--- config.mk ---
export PLATFORM = sky130hd
export DESIGN_NAME = gyro_turn_speed_controller
export DESIGN_NICKNAME = d
export VERILOG_FILES = /design/src/hdl/gtsc_pkg.sv /design/src/hdl/gyro_turn_speed_controller.sv /design/src/hdl/gtsc_front.sv /design/src/hdl/gtsc_queue.sv /design/src/hdl/gtsc_back.sv
export SDC_FILE = /design/constraint.sdc
export NUM_CORES = 2
export LEC_CHECK = 0
export BUFFER_PORTS_ARGS = -buffer_cell sky130_fd_sc_hd__clkbuf_2
export CORE_UTILIZATION = 35
export DETAILED_ROUTE_END_ITERATION = 8
export GPL_ROUTABILITY_DRIVEN = 0
export HOLD_SLACK_MARGIN = 0.02
export SLEW_MARGIN = 10
export SYNTH_ARGS = -nofsm -noshare
export SYNTH_HDL_FRONTEND = slang
export SYNTH_HIERARCHICAL = 1
export SYNTH_SLANG_ARGS = --single-unit
--- constraint.sdc ---
create_clock -name clock -period 17.5 [get_ports clock]
set_input_delay 1.75 -clock clock [delete_from_list [all_inputs] [get_ports clock]]
set_output_delay 1.75 -clock clock [all_outputs]
set_load 0.1 [all_outputs]
--- src/hdl/gtsc_pkg.sv ---
// Shared types, constants and helpers for the gyro turn speed controller.
package gtsc_pkg;

   // Configuration register indexes
   localparam logic [1:0] CSR_MIN_TURN_SPEED = 2'd0;
   localparam logic [1:0] CSR_SLOW_ZONE      = 2'd1;
   localparam logic [1:0] CSR_STOP_BAND      = 2'd2;
   localparam logic [1:0] CSR_TIMEOUT_MS     = 2'd3;

   localparam int CSR_INDEX_W = 2;
   localparam int CSR_DATA_W  = 16;

   // Configuration reset values
   localparam logic [7:0]  RST_MIN_TURN_SPEED = 8'd40;
   localparam logic [14:0] RST_SLOW_ZONE      = 15'd3000;
   localparam logic [14:0] RST_STOP_BAND      = 15'd100;
   localparam logic [15:0] RST_TIMEOUT_MS     = 16'd5000;

   // Command codes
   localparam logic CMD_START = 1'b0;

   // Result status codes
   localparam logic [2:0] ST_STARTED   = 3'd0;
   localparam logic [2:0] ST_BAD_SPEED = 3'd1;
   localparam logic [2:0] ST_BAD_ANGLE = 3'd2;
   localparam logic [2:0] ST_DRIVING   = 3'd3;
   localparam logic [2:0] ST_REACHED   = 3'd4;
   localparam logic [2:0] ST_OVERSHOOT = 3'd5;
   localparam logic [2:0] ST_TIMEOUT   = 3'd6;
   localparam logic [2:0] ST_IDLE      = 3'd7;

   // Angle wrapping, centidegrees
   localparam logic signed [17:0] HALF_TURN_CD = 18'sd18000;
   localparam logic signed [17:0] FULL_TURN_CD = 18'sd36000;
   localparam int WRAP_STEPS = 2;

   // Speed profile quotient width (the quotient is always below the 8-bit span)
   localparam int QUOT_W = 8;

   localparam int DEF_QUEUE_DEPTH = 2;

   typedef struct packed {
      logic [7:0]  min_turn_speed;
      logic [14:0] slow_zone;
      logic [14:0] stop_band;
      logic [15:0] timeout_ms;
   } cfg_type;

   typedef enum logic [1:0] {
      KIND_START,
      KIND_BAD_SPEED,
      KIND_BAD_ANGLE,
      KIND_SAMPLE
   } kind_type;

   // Classified transaction as passed from front to back
   typedef struct packed {
      kind_type           kind;
      logic               dir_right;
      logic [7:0]         speed;
      logic signed [15:0] yaw;
      logic signed [15:0] target;
      logic [31:0]        now_ms;
   } item_type;

   typedef enum logic [2:0] {
      BK_IDLE,
      BK_EVAL,
      BK_SQUARE,
      BK_SCALE,
      BK_DIVIDE,
      BK_SEND
   } back_state_type;

   function automatic logic signed [17:0] sx18(input logic signed [15:0] a);
      return {{2{a[15]}}, a};
   endfunction

   // Wrap into +/-18000; inputs stay within two turns of the range
   function automatic logic signed [15:0] wrap_cd(input logic signed [17:0] a);
      logic signed [17:0] v;
      v = a;
      for (int i = 0; i < WRAP_STEPS; i++) begin
         if (v > HALF_TURN_CD) begin
            v = v - FULL_TURN_CD;
         end else if (v < -HALF_TURN_CD) begin
            v = v + FULL_TURN_CD;
         end
      end
      return v[15:0];
   endfunction

   // Magnitude of a wrapped angle
   function automatic logic [14:0] abs_cd(input logic signed [15:0] a);
      logic signed [15:0] n;
      n = -a;
      return a[15] ? n[14:0] : a[14:0];
   endfunction

endpackage

--- src/hdl/gyro_turn_speed_controller.sv ---
// Top level of the gyro turn speed controller: config registers, front, queue, back.
//
// Drives a differential-drive turn from gyro yaw readings in centidegrees. A start
// transaction (cmd 0) is checked for a nonzero speed and angle and latches the start
// yaw, target yaw, initial error and timestamp; each yaw sample (cmd 1) returns one
// response with the wheel drives or, at the stop band, on an error sign flip or on
// timeout, the angle turned and elapsed time. The front classifies and wraps each
// request and hands it to a queue of QUEUE_DEPTH entries, so requests keep being
// taken, until the queue fills, while the back works or while a response waits for
// rsp_ready. The back handles one transaction at a time: dequeue, evaluate and
// present for starts, rejects, idle samples, stops and full or floor speed
// samples; a driving sample inside the slow zone also passes two multiply stages
// and an 8-step restoring divider for the quadratic speed profile. The csr port
// is always ready; write it only while no transaction is outstanding.
module gyro_turn_speed_controller #(
   parameter int QUEUE_DEPTH = gtsc_pkg::DEF_QUEUE_DEPTH
) (
   input  logic                              clock,
   input  logic                              reset,
   // request channel
   input  logic                              req_valid,
   output logic                              req_ready,
   input  logic                              req_cmd,
   input  logic                              req_turn_dir,
   input  logic [7:0]                        req_speed,
   input  logic [15:0]                       req_turn_angle,
   input  logic signed [15:0]                req_yaw,
   input  logic [31:0]                       req_now_ms,
   // response channel
   output logic                              rsp_valid,
   input  logic                              rsp_ready,
   output logic [2:0]                        rsp_status,
   output logic signed [8:0]                 rsp_left_drive,
   output logic signed [8:0]                 rsp_right_drive,
   output logic [14:0]                       rsp_swept_angle,
   output logic [31:0]                       rsp_time_taken,
   // configuration write channel
   input  logic                              csr_valid,
   output logic                              csr_ready,
   input  logic [gtsc_pkg::CSR_INDEX_W-1:0]  csr_index,
   input  logic [gtsc_pkg::CSR_DATA_W-1:0]   csr_wdata
);

   gtsc_pkg::cfg_type  cfg_ff, cfg_in;
   gtsc_pkg::item_type push_item, pop_item;
   logic               push_valid, push_ready;
   logic               pop_valid, pop_ready;

   // config writes are always accepted and registered
   assign csr_ready = 1'b1;

   always_comb begin
      cfg_in = cfg_ff;
      if (csr_valid) begin
         case (csr_index)
            gtsc_pkg::CSR_MIN_TURN_SPEED: cfg_in.min_turn_speed = csr_wdata[7:0];
            gtsc_pkg::CSR_SLOW_ZONE:      cfg_in.slow_zone      = csr_wdata[14:0];
            gtsc_pkg::CSR_STOP_BAND:      cfg_in.stop_band      = csr_wdata[14:0];
            gtsc_pkg::CSR_TIMEOUT_MS:     cfg_in.timeout_ms     = csr_wdata[15:0];
            default:                      cfg_in = cfg_ff;
         endcase
      end
   end

   always_ff @(posedge clock) begin
      if (reset) begin
         cfg_ff.min_turn_speed <= gtsc_pkg::RST_MIN_TURN_SPEED;
         cfg_ff.slow_zone      <= gtsc_pkg::RST_SLOW_ZONE;
         cfg_ff.stop_band      <= gtsc_pkg::RST_STOP_BAND;
         cfg_ff.timeout_ms     <= gtsc_pkg::RST_TIMEOUT_MS;
      end else begin
         cfg_ff <= cfg_in;
      end
   end

   // classify and wrap incoming transactions
   gtsc_front u_front (
      .req_valid      (req_valid),
      .req_ready      (req_ready),
      .req_cmd        (req_cmd),
      .req_turn_dir   (req_turn_dir),
      .req_speed      (req_speed),
      .req_turn_angle (req_turn_angle),
      .req_yaw        (req_yaw),
      .req_now_ms     (req_now_ms),
      .push_valid     (push_valid),
      .push_ready     (push_ready),
      .push_item      (push_item)
   );

   // decouples front from back
   gtsc_queue #(
      .DEPTH (QUEUE_DEPTH)
   ) u_queue (
      .clock      (clock),
      .reset      (reset),
      .push_valid (push_valid),
      .push_ready (push_ready),
      .push_item  (push_item),
      .pop_valid  (pop_valid),
      .pop_ready  (pop_ready),
      .pop_item   (pop_item)
   );

   // turn state, stop tests, speed profile, response register
   gtsc_back u_back (
      .clock            (clock),
      .reset            (reset),
      .cfg              (cfg_ff),
      .pop_valid        (pop_valid),
      .pop_ready        (pop_ready),
      .pop_item         (pop_item),
      .rsp_valid        (rsp_valid),
      .rsp_ready        (rsp_ready),
      .rsp_status       (rsp_status),
      .rsp_left_drive   (rsp_left_drive),
      .rsp_right_drive  (rsp_right_drive),
      .rsp_swept_angle  (rsp_swept_angle),
      .rsp_time_taken   (rsp_time_taken)
   );

endmodule

--- src/hdl/gtsc_front.sv ---
// Front end: takes request transactions, wraps the yaw and classifies them.
module gtsc_front (
   input  logic               req_valid,
   output logic               req_ready,
   input  logic               req_cmd,
   input  logic               req_turn_dir,
   input  logic [7:0]         req_speed,
   input  logic [15:0]        req_turn_angle,
   input  logic signed [15:0] req_yaw,
   input  logic [31:0]        req_now_ms,
   output logic               push_valid,
   input  logic               push_ready,
   output gtsc_pkg::item_type push_item
);

   logic signed [15:0] yaw_w;
   logic signed [17:0] ang_ext;
   logic signed [17:0] target_raw;

   assign yaw_w      = gtsc_pkg::wrap_cd(gtsc_pkg::sx18(req_yaw));
   assign ang_ext    = $signed({2'b00, req_turn_angle});
   assign target_raw = req_turn_dir ? gtsc_pkg::sx18(yaw_w) - ang_ext
                                    : gtsc_pkg::sx18(yaw_w) + ang_ext;

   assign push_valid = req_valid;
   assign req_ready  = push_ready;

   always_comb begin
      push_item.dir_right = req_turn_dir;
      push_item.speed     = req_speed;
      push_item.yaw       = yaw_w;
      push_item.target    = gtsc_pkg::wrap_cd(target_raw);
      push_item.now_ms    = req_now_ms;
      if (req_cmd != gtsc_pkg::CMD_START) begin
         push_item.kind = gtsc_pkg::KIND_SAMPLE;
      end else if (req_speed == 8'd0) begin
         push_item.kind = gtsc_pkg::KIND_BAD_SPEED;
      end else if (req_turn_angle == 16'd0) begin
         push_item.kind = gtsc_pkg::KIND_BAD_ANGLE;
      end else begin
         push_item.kind = gtsc_pkg::KIND_START;
      end
   end

endmodule

--- src/hdl/gtsc_queue.sv ---
// Small FIFO of classified transactions between front and back.
module gtsc_queue #(
   parameter int DEPTH = gtsc_pkg::DEF_QUEUE_DEPTH
) (
   input  logic               clock,
   input  logic               reset,
   input  logic               push_valid,
   output logic               push_ready,
   input  gtsc_pkg::item_type push_item,
   output logic               pop_valid,
   input  logic               pop_ready,
   output gtsc_pkg::item_type pop_item
);

   localparam int PTR_W = $clog2(DEPTH);
   localparam int CNT_W = $clog2(DEPTH + 1);
   localparam logic [PTR_W-1:0] LAST = PTR_W'(DEPTH - 1);
   localparam logic [CNT_W-1:0] FULL = CNT_W'(DEPTH);

   gtsc_pkg::item_type entries_ff [DEPTH];
   logic [PTR_W-1:0] wr_ptr_ff, wr_ptr_in;
   logic [PTR_W-1:0] rd_ptr_ff, rd_ptr_in;
   logic [CNT_W-1:0] count_ff, count_in;
   logic do_push, do_pop;

   assign push_ready = (count_ff != FULL);
   assign pop_valid  = (count_ff != '0);
   assign pop_item   = entries_ff[rd_ptr_ff];
   assign do_push    = push_valid && push_ready;
   assign do_pop     = pop_valid && pop_ready;

   always_comb begin
      wr_ptr_in = wr_ptr_ff;
      rd_ptr_in = rd_ptr_ff;
      count_in  = count_ff;
      if (do_push) begin
         wr_ptr_in = (wr_ptr_ff == LAST) ? '0 : wr_ptr_ff + 1'b1;
      end
      if (do_pop) begin
         rd_ptr_in = (rd_ptr_ff == LAST) ? '0 : rd_ptr_ff + 1'b1;
      end
      if (do_push && !do_pop) begin
         count_in = count_ff + 1'b1;
      end else if (do_pop && !do_push) begin
         count_in = count_ff - 1'b1;
      end
   end

   always_ff @(posedge clock) begin
      if (reset) begin
         wr_ptr_ff <= '0;
         rd_ptr_ff <= '0;
         count_ff  <= '0;
      end else begin
         wr_ptr_ff <= wr_ptr_in;
         rd_ptr_ff <= rd_ptr_in;
         count_ff  <= count_in;
      end
   end

   always_ff @(posedge clock) begin
      if (do_push) begin
         entries_ff[wr_ptr_ff] <= push_item;
      end
   end

endmodule

--- src/hdl/gtsc_back.sv ---
// Back end: turn state, stop tests, speed profile and the response register.
module gtsc_back (
   input  logic               clock,
   input  logic               reset,
   input  gtsc_pkg::cfg_type  cfg,
   input  logic               pop_valid,
   output logic               pop_ready,
   input  gtsc_pkg::item_type pop_item,
   output logic               rsp_valid,
   input  logic               rsp_ready,
   output logic [2:0]         rsp_status,
   output logic signed [8:0]  rsp_left_drive,
   output logic signed [8:0]  rsp_right_drive,
   output logic [14:0]        rsp_swept_angle,
   output logic [31:0]        rsp_time_taken
);

   localparam int QW    = gtsc_pkg::QUOT_W;
   localparam int SQ_W  = 30;
   localparam int NUM_W = SQ_W + QW;
   localparam int CNT_W = $clog2(QW);
   localparam logic [CNT_W-1:0] LAST_STEP = CNT_W'(QW - 1);

   gtsc_pkg::back_state_type state_ff, state_in;
   gtsc_pkg::item_type cur_ff, cur_in;

   logic               turning_ff, turning_in;
   logic               dir_right_ff, dir_right_in;
   logic [7:0]         top_speed_ff, top_speed_in;
   logic signed [15:0] start_yaw_ff, start_yaw_in;
   logic signed [15:0] target_yaw_ff, target_yaw_in;
   logic signed [15:0] prev_error_ff, prev_error_in;
   logic [31:0]        start_ms_ff, start_ms_in;

   logic [14:0]        e_ff, e_in;
   logic [7:0]         span_ff, span_in;
   logic [SQ_W-1:0]    esq_ff, esq_in;
   logic [NUM_W-1:0]   rem_ff, rem_in;
   logic [NUM_W-1:0]   div_ff, div_in;
   logic [QW-1:0]      quot_ff, quot_in;
   logic [CNT_W-1:0]   step_ff, step_in;

   logic [2:0]         status_ff, status_in;
   logic signed [8:0]  left_ff, left_in;
   logic signed [8:0]  right_ff, right_in;
   logic [14:0]        angle_ff, angle_in;
   logic [31:0]        time_ff, time_in;

   // Evaluation of the current transaction
   logic signed [15:0] err;
   logic [14:0]        e_cur;
   logic [31:0]        elapsed;
   logic [2:0]         sample_status;
   logic               prev_pos, prev_neg, err_pos, err_neg;
   logic               slow_needed;
   logic [SQ_W-1:0]    e_sq;
   logic [SQ_W-1:0]    sz_sq;
   logic [NUM_W-1:0]   scaled;
   logic               fits;
   logic [7:0]         speed_div;

   function automatic logic signed [8:0] neg_drive(input logic [7:0] s);
      logic signed [8:0] p;
      p = $signed({1'b0, s});
      return -p;
   endfunction

   function automatic logic signed [8:0] pos_drive(input logic [7:0] s);
      return $signed({1'b0, s});
   endfunction

   assign err     = gtsc_pkg::wrap_cd(gtsc_pkg::sx18(target_yaw_ff)
                                      - gtsc_pkg::sx18(cur_ff.yaw));
   assign e_cur   = gtsc_pkg::abs_cd(err);
   assign elapsed = cur_ff.now_ms - start_ms_ff;

   assign prev_pos = !prev_error_ff[15] && (prev_error_ff != 16'sd0);
   assign prev_neg = prev_error_ff[15];
   assign err_pos  = !err[15] && (err != 16'sd0);
   assign err_neg  = err[15];

   always_comb begin
      if (e_cur <= cfg.stop_band) begin
         sample_status = gtsc_pkg::ST_REACHED;
      end else if ((prev_pos && err_neg) || (prev_neg && err_pos)) begin
         sample_status = gtsc_pkg::ST_OVERSHOOT;
      end else if (elapsed > {16'd0, cfg.timeout_ms}) begin
         sample_status = gtsc_pkg::ST_TIMEOUT;
      end else begin
         sample_status = gtsc_pkg::ST_DRIVING;
      end
   end

   // Profile only matters below the slow zone and with a top speed above the floor
   assign slow_needed = (top_speed_ff > cfg.min_turn_speed) && (cfg.slow_zone != 15'd0)
                        && (e_cur < cfg.slow_zone);

   assign e_sq   = {{(SQ_W-15){1'b0}}, e_ff} * {{(SQ_W-15){1'b0}}, e_ff};
   assign sz_sq  = {{(SQ_W-15){1'b0}}, cfg.slow_zone} * {{(SQ_W-15){1'b0}}, cfg.slow_zone};
   assign scaled = {{QW{1'b0}}, esq_ff} * {{SQ_W{1'b0}}, span_ff};
   assign fits   = (rem_ff >= div_ff);
   assign speed_div = cfg.min_turn_speed + quot_in;

   // Next state
   always_comb begin
      state_in = state_ff;
      case (state_ff)
         gtsc_pkg::BK_IDLE: begin
            if (pop_valid) state_in = gtsc_pkg::BK_EVAL;
         end
         gtsc_pkg::BK_EVAL: begin
            if (cur_ff.kind == gtsc_pkg::KIND_SAMPLE && turning_ff
                && sample_status == gtsc_pkg::ST_DRIVING && slow_needed) begin
               state_in = gtsc_pkg::BK_SQUARE;
            end else begin
               state_in = gtsc_pkg::BK_SEND;
            end
         end
         gtsc_pkg::BK_SQUARE: state_in = gtsc_pkg::BK_SCALE;
         gtsc_pkg::BK_SCALE:  state_in = gtsc_pkg::BK_DIVIDE;
         gtsc_pkg::BK_DIVIDE: begin
            if (step_ff == LAST_STEP) state_in = gtsc_pkg::BK_SEND;
         end
         gtsc_pkg::BK_SEND: begin
            if (rsp_ready) state_in = gtsc_pkg::BK_IDLE;
         end
         default: state_in = gtsc_pkg::BK_IDLE;
      endcase
   end

   // Handshake outputs
   always_comb begin
      pop_ready = (state_ff == gtsc_pkg::BK_IDLE);
      rsp_valid = (state_ff == gtsc_pkg::BK_SEND);
   end

   assign rsp_status      = status_ff;
   assign rsp_left_drive  = left_ff;
   assign rsp_right_drive = right_ff;
   assign rsp_swept_angle = angle_ff;
   assign rsp_time_taken  = time_ff;

   // Datapath
   always_comb begin
      cur_in        = cur_ff;
      turning_in    = turning_ff;
      dir_right_in  = dir_right_ff;
      top_speed_in  = top_speed_ff;
      start_yaw_in  = start_yaw_ff;
      target_yaw_in = target_yaw_ff;
      prev_error_in = prev_error_ff;
      start_ms_in   = start_ms_ff;
      e_in          = e_ff;
      span_in       = span_ff;
      esq_in        = esq_ff;
      rem_in        = rem_ff;
      div_in        = div_ff;
      quot_in       = quot_ff;
      step_in       = step_ff;
      status_in     = status_ff;
      left_in       = left_ff;
      right_in      = right_ff;
      angle_in      = angle_ff;
      time_in       = time_ff;

      case (state_ff)
         gtsc_pkg::BK_IDLE: begin
            if (pop_valid) cur_in = pop_item;
         end
         gtsc_pkg::BK_EVAL: begin
            left_in  = 9'sd0;
            right_in = 9'sd0;
            angle_in = 15'd0;
            time_in  = 32'd0;
            case (cur_ff.kind)
               gtsc_pkg::KIND_BAD_SPEED: status_in = gtsc_pkg::ST_BAD_SPEED;
               gtsc_pkg::KIND_BAD_ANGLE: status_in = gtsc_pkg::ST_BAD_ANGLE;
               gtsc_pkg::KIND_START: begin
                  status_in     = gtsc_pkg::ST_STARTED;
                  turning_in    = 1'b1;
                  dir_right_in  = cur_ff.dir_right;
                  top_speed_in  = cur_ff.speed;
                  start_yaw_in  = cur_ff.yaw;
                  target_yaw_in = cur_ff.target;
                  prev_error_in = gtsc_pkg::wrap_cd(gtsc_pkg::sx18(cur_ff.target)
                                                    - gtsc_pkg::sx18(cur_ff.yaw));
                  start_ms_in   = cur_ff.now_ms;
               end
               gtsc_pkg::KIND_SAMPLE: begin
                  if (!turning_ff) begin
                     status_in = gtsc_pkg::ST_IDLE;
                  end else if (sample_status != gtsc_pkg::ST_DRIVING) begin
                     status_in  = sample_status;
                     turning_in = 1'b0;
                     angle_in   = gtsc_pkg::abs_cd(gtsc_pkg::wrap_cd(
                                     gtsc_pkg::sx18(cur_ff.yaw)
                                     - gtsc_pkg::sx18(start_yaw_ff)));
                     time_in    = elapsed;
                  end else begin
                     status_in     = gtsc_pkg::ST_DRIVING;
                     prev_error_in = err;
                     e_in          = e_cur;
                     span_in       = top_speed_ff - cfg.min_turn_speed;
                     if (!slow_needed) begin
                        // floor wins when top is at or below it, else full speed
                        if (top_speed_ff > cfg.min_turn_speed) begin
                           left_in  = dir_right_ff ? pos_drive(top_speed_ff)
                                                   : neg_drive(top_speed_ff);
                           right_in = dir_right_ff ? neg_drive(top_speed_ff)
                                                   : pos_drive(top_speed_ff);
                        end else begin
                           left_in  = dir_right_ff ? pos_drive(cfg.min_turn_speed)
                                                   : neg_drive(cfg.min_turn_speed);
                           right_in = dir_right_ff ? neg_drive(cfg.min_turn_speed)
                                                   : pos_drive(cfg.min_turn_speed);
                        end
                     end
                  end
               end
               default: status_in = gtsc_pkg::ST_IDLE;
            endcase
         end
         gtsc_pkg::BK_SQUARE: begin
            esq_in  = e_sq;
            div_in  = {sz_sq, {QW-1{1'b0}}, 1'b0} >> 1;
            quot_in = '0;
            step_in = '0;
         end
         gtsc_pkg::BK_SCALE: begin
            rem_in = scaled;
         end
         gtsc_pkg::BK_DIVIDE: begin
            // restoring division, one quotient bit per cycle, MSB first
            rem_in  = fits ? rem_ff - div_ff : rem_ff;
            div_in  = div_ff >> 1;
            quot_in = {quot_ff[QW-2:0], fits};
            step_in = step_ff + 1'b1;
            if (step_ff == LAST_STEP) begin
               left_in  = dir_right_ff ? pos_drive(speed_div) : neg_drive(speed_div);
               right_in = dir_right_ff ? neg_drive(speed_div) : pos_drive(speed_div);
            end
         end
         gtsc_pkg::BK_SEND: begin
         end
         default: begin
         end
      endcase
   end

   always_ff @(posedge clock) begin
      if (reset) begin
         state_ff   <= gtsc_pkg::BK_IDLE;
         turning_ff <= 1'b0;
      end else begin
         state_ff   <= state_in;
         turning_ff <= turning_in;
      end
   end

   always_ff @(posedge clock) begin
      cur_ff        <= cur_in;
      dir_right_ff  <= dir_right_in;
      top_speed_ff  <= top_speed_in;
      start_yaw_ff  <= start_yaw_in;
      target_yaw_ff <= target_yaw_in;
      prev_error_ff <= prev_error_in;
      start_ms_ff   <= start_ms_in;
      e_ff          <= e_in;
      span_ff       <= span_in;
      esq_ff        <= esq_in;
      rem_ff        <= rem_in;
      div_ff        <= div_in;
      quot_ff       <= quot_in;
      step_ff       <= step_in;
      status_ff     <= status_in;
      left_ff       <= left_in;
      right_ff      <= right_in;
      angle_ff      <= angle_in;
      time_ff       <= time_in;
   end

endmodule

==> qor.txt <==
Outcome: finished, final reports clean
Root buf cell: clkbuf_16
Global-route wire length before repair: 251 mm
DR WL/cell: 19.5 µm
Detailed Place HPWL: 124 mm
Critical path required time: 17.93 ns
H-Tree Depth: 3
Global router's overall resource usage: 18.9%
DR vias/cell: 5.40
Clock buffer count from CTS: 71
Row cnt: 148
IO Port Bufs: 166
Share of cells above drive strength 1: 9.51%
Full die area: 0.167 mm²
Drt initial violations: 3,340
Fin Setup TNS: 0 ns
Fin. Hold Viols: 0
Worst-path clk slew: 0.06 ns
Largest net degree at the start of global routing: 85
CTS resizes: 0
Total Wirelength: 160 mm
Final count of pins violating max slew: 0
Mapped Nets: 6,932
Num ports: 168
Mapped Area: 0.0579 mm²
Worst path slowest cell: o311a_1
Leading area contributor after synthesis: edfxtp_1
Synth area leaders: edfxtp_1, fa_1, ha_1
Most common cell after layout, fill and taps aside: inv_1
Synthesized flop and latch total: 582
Crit. End Element: register
Yosys warns: 6
Hold_buf cts: 0
Ys async rst share: 0%
Synth-to-layout area growth: 8.65%
Die Width: 409 µm
Worst path most repeated cell: nor2_1
Total global routing overflow: 0
Main flop type after synthesis: edfxtp_1
Final setup fails: 0
CP Max Fanout: 27
Part of the cycle the worst path needs: 60.7%
Yosys top cell area share: 26.5%
Initial antenna violation count: 8
Synth unique cells: 142
Vias in the first global route: 44,600
Most frequent cells in the layout: inv_1, edfxtp_1, ha_1
Drt first pass iters: 5
CP peak stage delay: 0.93 ns
CTS sink count: 582
Setup Skew: 0.0577 ns
RSZ-0062 raised after global routing: no
Final nets: 6,961
Final ANT Viol Nets: 0
Slew HR: 22.1%
Startpoint types: primary input
Mapped Cells: 5,916
Slew at the pin with the worst max-slew slack: 1.16 ns
Starting Density: 35.4%
Post-synth EDFFs: 511
Max Freq: 94.1 MHz
Clk_lat worst skew: 0.69 ns
Fin crit period: 10.62 ns
Die Span Y: 409 µm
Syn avg cell area: 9.78 µm²
Sequential fraction of the synthesis area: 29.0%
CTS tree: done
Vias: 44,200
Core area: 0.164 mm²
Post-route DRC: 0
Critical Path AT: 11.05 ns
Crit path kind: in2reg
Setup slack, reg-to-reg: 7.52 ns
Max-cap violations: 0
Setup Fix Bufs, Post-CTS: 0
Hold Crit Class: reg2reg
Bufs on Longest Clock Path: 3
## layout make-up
cell class              count  area, µm²
inverters                 694       2610
flip-flops and latches    582      16800
well taps                2175       2720
diodes                      2       5.00
clock buffers              93       1910
clock inverters            37        513
multi-input cells        4393      37200
fillers                 16100     101000
repair buffers            203       1110
## path summary, 6_finish.rpt
path                           from                   endpoint  depth (start not counted)
hold / removal    u_back/cur_ff[71]     u_back/top_speed_ff[7]                          0
hold reg to reg   u_back/cur_ff[71]     u_back/top_speed_ff[7]                          0
setup / recovery         req_yaw[8]  u_queue/entries_ff[1][39]                         29
setup reg to reg  u_back/cur_ff[49]    u_back/prev_error_ff[0]                         30
## cell usage after synthesis, types with 44 or more instances
master	n
inv_1	678
edfxtp_1	511
ha_1	475
nand2_1	448
fa_1	444
nor2_1	420
a21oi_1	286
xnor2_1	226
and2_1	210
o21ai_0	201
clkbuf_1	136
nor3_1	113
nand2b_1	111
xor2_1	109
nand3_1	99
mux2_2	83
mux2i_1	82
a21o_1	76
dfxtp_1	71
buf_4	55
nor2b_1	49
or3_1	48
nand4_1	44
## per-stage QoR
| step | setup WS (ns) | utilization (%) | area, µm² | instances | hold slack (ns) |
|---|---|---|---|---|---|
| 3_3_place_gp | 6.75 | 37.0 | 60400 | 8047 | 0.408 |
| 5_1_grt | 6.25 | 38.4 | 62900 | 8177 | 0.436 |
| 6_report | 6.88 | 38.4 | 62900 | 8179 | 0.415 |
| 4_1_cts | 7.23 | 38.4 | 62900 | 8177 | 0.427 |
| 2_1_floorplan | 8.03 | - | 57900 | 5916 | 0.400 |
| 3_5_place_dp | 6.47 | 37.0 | 60400 | 8047 | 0.408 |
## registers in the layout, summed over array words and instances, names as in the netlist, 9 cells and up, named ones only
register and cells:
cfg_ff 54, u_back/cur_ff 75, u_back/div_ff 37, u_back/e_ff 15, u_back/esq_ff 29, u_back/prev_error_ff 16
u_back/rem_ff 38, u_back/rsp_left_drive 9, u_back/rsp_swept_angle 15, u_back/rsp_time_taken 32, u_back/start_ms_ff 32, u_back/start_yaw_ff 16
u_back/target_yaw_ff 16, u_queue/entries_ff 150
## kinds of logic (layout without fill, tap and decap cells)
kind of cell | Yosys count | count (layout) | share of synthesized area, %
AOI/OAI and AO/OA | 1196 | 1196 | 14.7
xor gates and xnor gates | 340 | 340 | 5.22
adders and majority gates | 919 | 919 | 25.6
buffers and inverters | 941 | 1027 | 6.77
DFF | 582 | 582 | 29.0
muxes | 168 | 168 | 3.14
other | 3 | 5 | 0.0195
and+or+nand+nor | 1767 | 1767 | 15.5
## metal layers
layer	track usage, %	vias up	part of all wire [%]
li1	-	20800	-
met1	24.8	22000	44
met2	32.2	1222	48
met3	2.60	220	5.0
met4	5.79	2	3.0
met5	0	-	0.0044
## worst max-delay path, delay by kind of cell
| kind | cells | cell delay (ns) |
|---|---|---|
| compound gates | 13 | 4.31 |
| simple gates | 9 | 2.79 |
| mux | 2 | 0.83 |
| xor+xnor | 3 | 0.78 |
| fa+ha+maj | 1 | 0.38 |
| buf+inv | 1 | 0.20 |
Power is left out: the tool's default activity adds up to more than one toggle a clock period on the data nets, which glitch-free logic cannot reach.
